<file path="src/sv/mac_pkg.sv">
// shared types, widths and constants of the masked alpha compositing pipeline
`default_nettype none

package mac_pkg;

  // fixed field widths
  localparam int CH_W  = 20;
  localparam int OP_W  = 2;
  localparam int MSK_W = 16;
  localparam int ADD_W = 8;
  localparam int NCH   = 4;
  localparam int CH_ALPHA = 3;

  // fixed point format and coverage mask size
  localparam int FRAC_BITS = 16;
  localparam int MASK_BITS = 16;

  // derived arithmetic widths
  localparam int CNT_W  = $clog2(MASK_BITS + 1);
  localparam int D_W    = 8;
  localparam int K_W    = 8;
  localparam int KA_W   = K_W + CH_W;
  localparam int W_W    = ((D_W + FRAC_BITS > KA_W) ? D_W + FRAC_BITS : KA_W) + 1;
  localparam int P_W    = W_W + CH_W + 1;
  localparam int DY_W   = D_W + CH_W;
  localparam int NUM_W  = ((P_W > DY_W + FRAC_BITS + 1) ? P_W : DY_W + FRAC_BITS + 1) + 1;
  localparam int X_W    = D_W + CH_W;
  localparam int RK     = X_W;
  localparam int M_W    = RK + 1;
  localparam int PROD_W = X_W + M_W;

  localparam longint unsigned RECIP_NUM = 64'd1 << RK;

  localparam logic [CH_W-1:0]  CH_MAX   = '1;
  localparam logic [MSK_W-1:0] MASK_SEL = MSK_W'((64'd1 << MASK_BITS) - 64'd1);
  localparam logic [CH_W-1:0]  ALPHA_FULL =
    CH_W'((64'd9998 * (64'd1 << FRAC_BITS) + 64'd5000) / 64'd10000);
  localparam logic [D_W-1:0]   FACTOR_DEN = 8'd255;
  localparam logic [K_W-1:0]   ADD_FULL   = 8'd255;

  typedef enum logic [OP_W-1:0] {
    OP_OVER   = 2'd0,
    OP_UNDER  = 2'd1,
    OP_FACTOR = 2'd2,
    OP_MASK   = 2'd3
  } op_t;

  typedef logic [NCH-1:0][CH_W-1:0] pix_t;

  // blend set-up: weight = den*one - ka, result = (weight*xop + den*one*yop) / (den*one)
  typedef struct packed {
    pix_t            xop;
    pix_t            yop;
    logic [KA_W-1:0] ka;
    logic [D_W-1:0]  den;
    logic            clip;
  } setup_t;

  typedef struct packed {
    logic [NCH-1:0][NUM_W-1:0] num;
    logic [D_W-1:0]            den;
    logic                      clip;
  } sum_t;

  // floor(2^RK / den) for the denominators that can occur
  function automatic logic [M_W-1:0] recip(input logic [D_W-1:0] den);
    logic [M_W-1:0] m;
    unique case (den)
      8'd1:    m = M_W'(RECIP_NUM);
      8'd2:    m = M_W'(RECIP_NUM / 2);
      8'd3:    m = M_W'(RECIP_NUM / 3);
      8'd4:    m = M_W'(RECIP_NUM / 4);
      8'd5:    m = M_W'(RECIP_NUM / 5);
      8'd6:    m = M_W'(RECIP_NUM / 6);
      8'd7:    m = M_W'(RECIP_NUM / 7);
      8'd8:    m = M_W'(RECIP_NUM / 8);
      8'd9:    m = M_W'(RECIP_NUM / 9);
      8'd10:   m = M_W'(RECIP_NUM / 10);
      8'd11:   m = M_W'(RECIP_NUM / 11);
      8'd12:   m = M_W'(RECIP_NUM / 12);
      8'd13:   m = M_W'(RECIP_NUM / 13);
      8'd14:   m = M_W'(RECIP_NUM / 14);
      8'd15:   m = M_W'(RECIP_NUM / 15);
      8'd16:   m = M_W'(RECIP_NUM / 16);
      8'd255:  m = M_W'(RECIP_NUM / 255);
      default: m = '0;
    endcase
    return m;
  endfunction

endpackage

`default_nettype wire

</file>
<file path="src/sv/mac_setup.sv">
// first stage: opcode decode, mask popcounts and the alpha scaling product
`default_nettype none

module mac_setup (
  input  wire logic                        clk,
  input  wire logic                        rst_n,
  input  wire logic                        in_valid,
  output logic                             in_ready,
  input  wire logic [mac_pkg::OP_W-1:0]    in_opcode,
  input  wire mac_pkg::pix_t               in_dest,
  input  wire mac_pkg::pix_t               in_src,
  input  wire logic [mac_pkg::MSK_W-1:0]   in_dest_mask,
  input  wire logic [mac_pkg::MSK_W-1:0]   in_src_mask,
  input  wire logic [mac_pkg::ADD_W-1:0]   in_add_factor,
  output logic                             st_valid,
  input  wire logic                        st_ready,
  output mac_pkg::setup_t                  st_data
);

  logic [mac_pkg::MSK_W-1:0] dm, sm, sh;
  logic [mac_pkg::CNT_W-1:0] nsh, tot;
  logic                      partial, disjoint;
  logic [mac_pkg::D_W-1:0]   den;
  logic [mac_pkg::K_W-1:0]   kf;
  logic [mac_pkg::CH_W-1:0]  alpha;
  mac_pkg::pix_t             xop, yop;
  logic                      en;
  logic                      v_r;
  mac_pkg::setup_t           st_r, st_nxt;

  always_comb begin
    dm       = in_dest_mask & mac_pkg::MASK_SEL;
    sm       = in_src_mask & mac_pkg::MASK_SEL;
    sh       = dm & sm;
    nsh      = mac_pkg::CNT_W'($countones(sh));
    tot      = mac_pkg::CNT_W'($countones(dm | sm));
    partial  = (sh != '0) && (sh != dm);
    disjoint = (sh == '0) && (dm != '0) && (sm != '0);
    den      = mac_pkg::D_W'(1);
    kf       = mac_pkg::K_W'(1);
    alpha    = in_src[mac_pkg::CH_ALPHA];
    xop      = in_dest;
    yop      = in_src;
    unique case (mac_pkg::op_t'(in_opcode))
      mac_pkg::OP_OVER: begin
        den = mac_pkg::D_W'(1);
      end
      mac_pkg::OP_UNDER: begin
        alpha = in_dest[mac_pkg::CH_ALPHA];
        xop   = in_src;
        yop   = in_dest;
      end
      mac_pkg::OP_FACTOR: begin
        den = mac_pkg::FACTOR_DEN;
        kf  = mac_pkg::ADD_FULL - in_add_factor;
      end
      mac_pkg::OP_MASK: begin
        if (partial) begin
          den = mac_pkg::D_W'(tot);
          kf  = mac_pkg::K_W'(nsh);
        end else if (disjoint) begin
          // pure add: weight one, denominator one
          kf = '0;
        end
      end
      default: begin
        den = mac_pkg::D_W'(1);
      end
    endcase
    st_nxt.xop  = xop;
    st_nxt.yop  = yop;
    st_nxt.ka   = mac_pkg::KA_W'(kf) * mac_pkg::KA_W'(alpha);
    st_nxt.den  = den;
    st_nxt.clip = (mac_pkg::op_t'(in_opcode) == mac_pkg::OP_FACTOR);
  end

  assign en       = !v_r || st_ready;
  assign in_ready = en;

  always_ff @(posedge clk) begin
    if (!rst_n) begin
      v_r <= 1'b0;
    end else if (en) begin
      v_r <= in_valid;
    end
  end

  always_ff @(posedge clk) begin
    if (en && in_valid) begin
      st_r <= st_nxt;
    end
  end

  assign st_valid = v_r;
  assign st_data  = st_r;

endmodule

`default_nettype wire

</file>
<file path="config.mk">
export PLATFORM = sky130hd
export DESIGN_NAME = mac_setup
export DESIGN_NICKNAME = d
export VERILOG_FILES = /design/src/sv/mac_pkg.sv /design/src/sv/mac_setup.sv
export SDC_FILE = /design/constraint.sdc
export NUM_CORES = 1
export LEC_CHECK = 0
export ABC_AREA = 1
export BUFFER_PORTS_ARGS = -buffer_cell sky130_fd_sc_hd__buf_4
export CAP_MARGIN = 0
export CORE_MARGIN = 2
export CORE_UTILIZATION = 30
export CTS_CLUSTER_SIZE = 24
export DETAILED_ROUTE_END_ITERATION = 8
export GPL_TIMING_DRIVEN = 0
export PLACE_DENSITY_LB_ADDON = 0.1
export SYNTH_ARGS = -nofsm -noshare
export SYNTH_HDL_FRONTEND = slang
export SYNTH_SLANG_ARGS = --single-unit
</file>
<file path="constraint.sdc">
create_clock -name clk -period 14.3 [get_ports clk]
set_clock_uncertainty 0.15 [all_clocks]
set_input_delay 1.43 -clock clk [delete_from_list [all_inputs] [get_ports clk]]
set_output_delay 1.43 -clock clk [all_outputs]
set_load 0.03 [all_outputs]
</file>
==> flow_summary.json, run 1 <==
{
  "ctsResizeCount": 0,
  "layout-drive-gt1-share": 0.2538,
  "placed_area_sq_mm": 0.01866,
  "crit_path_end_kind": "flop",
  "final_max_slew_viol_count": 0,
  "initial_core_util": 0.3020,
  "dp.final_hpwl_mm": 40.83,
  "fin_area_sq_mm": 0.01927,
  "postRouteAntennaNets": 0,
  "dr.pass1.iters": 5,
  "synthToLayoutAreaGrowth_pct": 31.15,
  "grt-busiest-layer": "met2",
  "p_total_mw": 2.702,
  "hp-class": "flop to flop",
  "synth_nets": 2030,
  "synth_edf_count": 194,
  "timing.final.crit_share": 0.6234,
  "max_stage_delay_ps": 550,
  "maxCapViolations": 0,
  "chipHeight_microns": 225.3,
  "vdd_drop_max_v": 0.00009438,
  "critPathSlowestCell": "o21ai_0",
  "crit_path_start_kind": "primary input",
  "hold_viol": 0,
  "worstPathRequired_ps": 14380,
  "p_leak_nw": 9.345,
  "fin_nets": 2460,
  "wl_per_cell_microns": 18.46,
  "synth_area_sq_mm": 0.01469,
  "cp.arrival_ps": 9000,
  "syn_inst": 1637,
  "crit_path_max_fanout": 10,
  "ctsHoldBuffers": 0,
  "drc": 0,
  "grt_util_met2": 0.3521,
  "antenna_found_initial": 7,
  "clk_transition_reported_paths_ps": 80,
  "wl_mm": 49.97,
  "htree_levels": 4,
  "critical_path_buf_inv_count": 9,
  "instances_no_fill": 2706,
  "viasPerCell": 4.660,
  "grt_use_met3": 0.05515,
  "io_buffers": 404,
  "tightest_slew_ps": 1031,
  "insertion_delay_ps": 490,
  "grt_usage": 0.2018,
  "cts_tree": "done",
  "yosysSeqAreaShare": 0.3979,
  "p_per_area_mw_per_mm2": 140.2,
  "ys_ff_latch": 195,
  "coreArea_sq_mm": 0.04865,
  "status": "finished, final reports clean",
  "clockBufferDepth": 2,
  "synth_area_per_cell_sq_um": 8.974,
  "grt_max_degree": 28,
  "setup_tns_ps": 0,
  "gp_congestion": 0.8809,
  "hold_depth": 2,
  "ys_async_sr_fraction": 0,
  "relSlewSlack": 0.3083,
  "dp_cells": 2670,
  "cp_top_family": "adder cells",
  "grt_pass1_vias": 13120,
  "root_buffer": "clkbuf_16",
  "fp.dieW_microns": 225.3,
  "grt_overflow": 0,
  "cts_made_buffers": 17,
  "dieArea_sq_mm": 0.05075,
  "gr-usage-met1": 0.2412,
  "ios": 405,
  "drtIter0Drc": 713,
  "fmax_mhz": 112.2,
  "reg2reg_depth": 5,
  "rsz0062_at_grt": "no",
  "worst-path-stages": 30,
  "setup.worst_path.class": "primary input to flop",
  "grt_pass1_wl_mm": 75.99,
  "synth_cell_types": 38,
  "synth_flop_cell": "edfxtp_1",
  "worst_path_most_repeated_cell": "fa_1",
  "layout_min_cycle_time_ps": 8914,
  "vias": 12610,
  "synth_warnings": 0,
  "setup_viol": 0,
  "fp-row-count": 81,
  "numClockSinks": 195,
  "post_cts_buffers": 0
}
layout make-up:
| type | count | area [sq um] |
|---|---|---|
| fillers | 5067 | 29380 |
| diodes | 4 | 10.01 |
| inverters | 350 | 1314 |
| repair buffers | 411 | 3181 |
| clock inverters | 15 | 170.2 |
| well taps | 622 | 778.2 |
| flip-flops and latches | 195 | 5846 |
| clock buffers | 17 | 425.4 |
| plain buffers | 57 | 342.8 |
| multi-input cells | 1035 | 7199 |
per-stage QoR:
step	util	worst slack [ps]	hold WS, ps
after global placement	0.3803	-2711	351.0
final	0.3960	5386	413.0
after floorplan	-	2555	711.2
after global routing	0.3959	4972	437.6
after CTS	0.3958	5466	407.3
after detailed placement	0.3836	4921	394.1
sequential cells by signal (all words and copies together), names as in the netlist:
name,cells
st_data,194
st_valid,1
power breakdown:
part,leakage (nW),total [mW],switching (mW),internal (mW)
Clock,0.290,0.505,0.257,0.248
Combinational,7.17,1.42,0.915,0.509
Sequential,1.89,0.773,0.0204,0.752
Total,9.34,2.70,1.19,1.51
worst reg2reg max path, cell delays in order, from the launching register on:
cell and delay (ps):
dfxtp_1 360, a21oi_4 720, buf_12 290, buf_12 220, buf_12 240, buf_12 220
cell families (layout without fill, tap and decap cells):
family          after synthesis  after routing  synth area share
xor+xnor                     17             17           0.01014
other cells                   0              4                 0
compound gates              302            302            0.1085
buf+inv                     407            850            0.1128
fa+ha+maj                   187            187            0.2247
flops                       195            195            0.3979
simple gates                529            529            0.1460
synthesized netlist by cell type (4+ instances only):
cell      instances  area, sq um
o21ai_2          10        87.58
clkbuf_1          8        30.03
o21ai_1          10        50.05
nand4_1          14        87.58
nand2_1         305         1145
xor2_1           11        96.34
a21oi_1         162        810.8
or2_2             6        37.54
inv_1           347         1303
edfxtp_1        194         5826
o21ai_0         107        535.5
fa_1            128         2562
xnor2_1           6        52.55
buf_4            11        82.58
nand3_1          30        150.1
ha_1             59        738.2
buf_2            31        155.2
nor2_1          156        585.6
buf_6             4        45.04
a21oi_2          10        87.58
layout by cell type, fill, tap and decap left out, drive strengths merged:
master / Yosys / routed
xor2: 11 / 11
diode: 0 / 4
nand3: 31 / 31
and2: 1 / 1
ha: 59 / 59
o21bai: 1 / 1
nor2: 160 / 160
clkinv: 1 / 10
fa: 128 / 128
or2: 9 / 9
xnor2: 6 / 6
a21boi: 1 / 1
nand2: 306 / 306
bufinv: 0 / 1
a21o: 1 / 1
inv: 349 / 354
o21ai: 127 / 127
clkbuf: 10 / 27
nand4: 17 / 17
buf: 47 / 458
nor3b: 1 / 1
nor3: 3 / 3
dfxtp: 1 / 1
nand3b: 1 / 1
a21oi: 172 / 172
edfxtp: 194 / 194
worst paths after layout:
path,start,to,slack (ps)
setup / recovery,in_dest_mask[15],st_data[33],5390
hold / removal,st_valid,st_valid,410
setup reg to reg,st_valid,st_data[18],11770
hold reg to reg,st_valid,st_valid,410
metal layers:
layer / up-vias / wire, microns
li1: 6037 / -
met1: 6102 / 20200
met2: 401 / 24730
met3: 64 / 3898
met4: 6 / 1095
met5: - / 41
Note: power is estimated with default switching activity, not from simulation.
==> inputs of run 2 (changes only) <==
==> constraint.sdc (replaced) <==
create_clock -name clk -period 7.2 [get_ports clk]
set_clock_uncertainty 0.15 [all_clocks]
set_input_delay 0.72 -clock clk [delete_from_list [all_inputs] [get_ports clk]]
set_output_delay 0.72 -clock clk [all_outputs]
set_load 0.03 [all_outputs]
==> run 2 against run 1 <==
Against the previous run:
- the flow now finishes with violations (setup timing)
- utilization rose by 2.9 points
- combinational power rose to 3.0 times the previous value
- sequential share of layout area fell by 2.0 points
- clock power rose by 91%
- critical path depth rose by 1
- die area did not move
- setup slack got worse by 5700 ps
- routed wire length rose by 3.0%
- design area rose by 7.2%
- via count rose by 2.5%
- count of clock-buffer cells in the layout rose by 1
==> flow_summary.json, run 2 (same netlist as run 1, synthesis figures left out) <==
{
  "clockBufferDepth": 2,
  "status": "finished, violations left",
  "fp-row-count": 81,
  "crit_path_max_fanout": 8,
  "hp-class": "primary input to flop",
  "insertion_delay_ps": 490,
  "final_cell_mix": "buf_4 (441), inv_1 (317), nand2_1 (255), edfxtp_1 (194)",
  "dieArea_sq_mm": 0.05075,
  "vdd_drop_max_v": 0.0002975,
  "viasPerCell": 4.708,
  "io_buffers": 404,
  "numClockSinks": 195,
  "cp.arrival_ps": 7590,
  "maxCapViolations": 0,
  "antenna_found_initial": 0,
  "clk_transition_reported_paths_ps": 80,
  "rsz0062_at_grt": "yes",
  "drc": 0,
  "gp_congestion": 0.8483,
  "postRouteAntennaNets": 0,
  "initial_core_util": 0.3020,
  "post-place-ws_ps": -1027,
  "crit_path_end_kind": "flop",
  "chipHeight_microns": 225.3,
  "final_common_cell": "buf_4",
  "fp.dieW_microns": 225.3,
  "hold-worst-slack_ps": 357.7,
  "layout-drive-gt1-share": 0.3489,
  "setup_ws_ps": -307.8,
  "grt_usage": 0.2072,
  "grt_max_degree": 28,
  "violations": "setup timing",
  "n_fill_cell": 4899,
  "grt_pass1_wl_mm": 78.63,
  "dp.final_hpwl_mm": 41.02,
  "critPathSlowestCell": "fa_1",
  "crit_path_start_kind": "primary input",
  "largest_reg_flops": 194,
  "worst_path_most_repeated_cell": "fa_1",
  "hold_viol": 0,
  "grt_overflow": 0,
  "wl_per_cell_microns": 18.75,
  "setup.worst_path.class": "primary input to flop",
  "root_buffer": "clkbuf_16",
  "dr.pass1.iters": 6,
  "ctsHoldBuffers": 0,
  "cts_tree": "done",
  "relSlewSlack": 0.1836,
  "ios": 405,
  "coreArea_sq_mm": 0.04865,
  "final_max_slew_viol_count": 0,
  "vias": 12930,
  "grt_pass1_vias": 13250,
  "synthToLayoutAreaGrowth_pct": 40.64,
  "layout_min_cycle_time_ps": 7508,
  "max_stage_delay_ps": 580,
  "timing.final.crit_share": 1.043,
  "drtIter0Drc": 780,
  "htree_levels": 4,
  "setup_viol": 18,
  "worstPathRequired_ps": 7280,
  "fmax_mhz": 133.2,
  "tightest_slew_ps": 1216,
  "p_per_area_mw_per_mm2": 326.3,
  "diodes": 0,
  "wl_mm": 51.48,
  "cts_made_buffers": 17,
  "fin_nets": 2504,
  "p_leak_nw": 9.678
}
-- run 2: cell types whose count changed in the layout (fill, tap and decap cells not counted), moves of 15 or more --
cell	previous run	this run
nand2_2	1	33
nor2_1	156	137
buf_4	415	441
inv_1	347	317
ha_1	59	42
nand2_1	305	255
a21oi_1	161	137
ha_4	0	15
inv_2	2	29
-- run 2: cell type report --
type,instances,area (sq um),share of cell area
clock inverter,14,141.4,0.006843
sequential,195,5846,0.2829
buffer,57,364.1,0.01762
timing repair buffer,454,3613,0.1749
inverter,350,1321,0.06395
multi-input combinational,1036,8168,0.3953
clock buffer,18,429.2,0.02077
tap,622,778.2,0.03767
-- run 2: routing by layer --
| layer | share of wire | vias to the layer above | GRT usage |
|---|---|---|---|
| met5 | 0 | - | 0 |
| met4 | 0.015 | 0 | 0.04913 |
| met3 | 0.064 | 43 | 0.04746 |
| met2 | 0.51 | 407 | 0.3682 |
| met1 | 0.41 | 6347 | 0.2539 |
| li1 | - | 6130 | - |
-- run 2: worst max-delay path: cells and delay by family --
family	cells	cell delay (ps)
xor+xnor	1	190
compound gates	3	400
fa+ha+maj	11	4970
buf+inv	9	620
simple gates	7	660
-- run 2: final timing paths --
| path | from | end | slack, ps | cells after the start |
|---|---|---|---|---|
| worst max register to register | st_valid | st_data[36] | 5160 | 4 |
| worst min-delay path | rst_n | st_valid | 360 | 2 |
| worst max-delay path | in_src_mask[11] | st_data[35] | -310 | 31 |
| worst min register to register | st_valid | st_valid | 440 | 2 |
-- run 2: timing repair --
| item | in CTS | in global routing |
|---|---|---|
| pin swaps | 35 | 39 |
| endpoints found under the setup margin | 21 | 21 |
| setup buffers | 29 | 11 |
| cloned | 2 | 1 |
| gates resized for setup | 97 | 91 |
-- run 2: stage by stage --
stage / setup TNS, ps / total power [mW] / instances / cell area (sq um) / util
floorplan: -2577 / 3.844 / 1637 / 15000 / -
global placement: -583270 / 4.836 / 2663 / 18810 / 0.3868
detailed placement: -19020 / 4.837 / 2671 / 19000 / 0.3907
CTS: -2660 / 6.292 / 2734 / 20220 / 0.4157
global route: -7830 / 7.256 / 2746 / 20660 / 0.4247
finish: -3463 / 6.741 / 2746 / 20660 / 0.4247
-- run 2: where the power goes --
group          internal, mW  switching [mW]
combinational          1.68            2.56
clock                 0.460           0.506
sequential             1.49          0.0416
total                  3.63            3.11
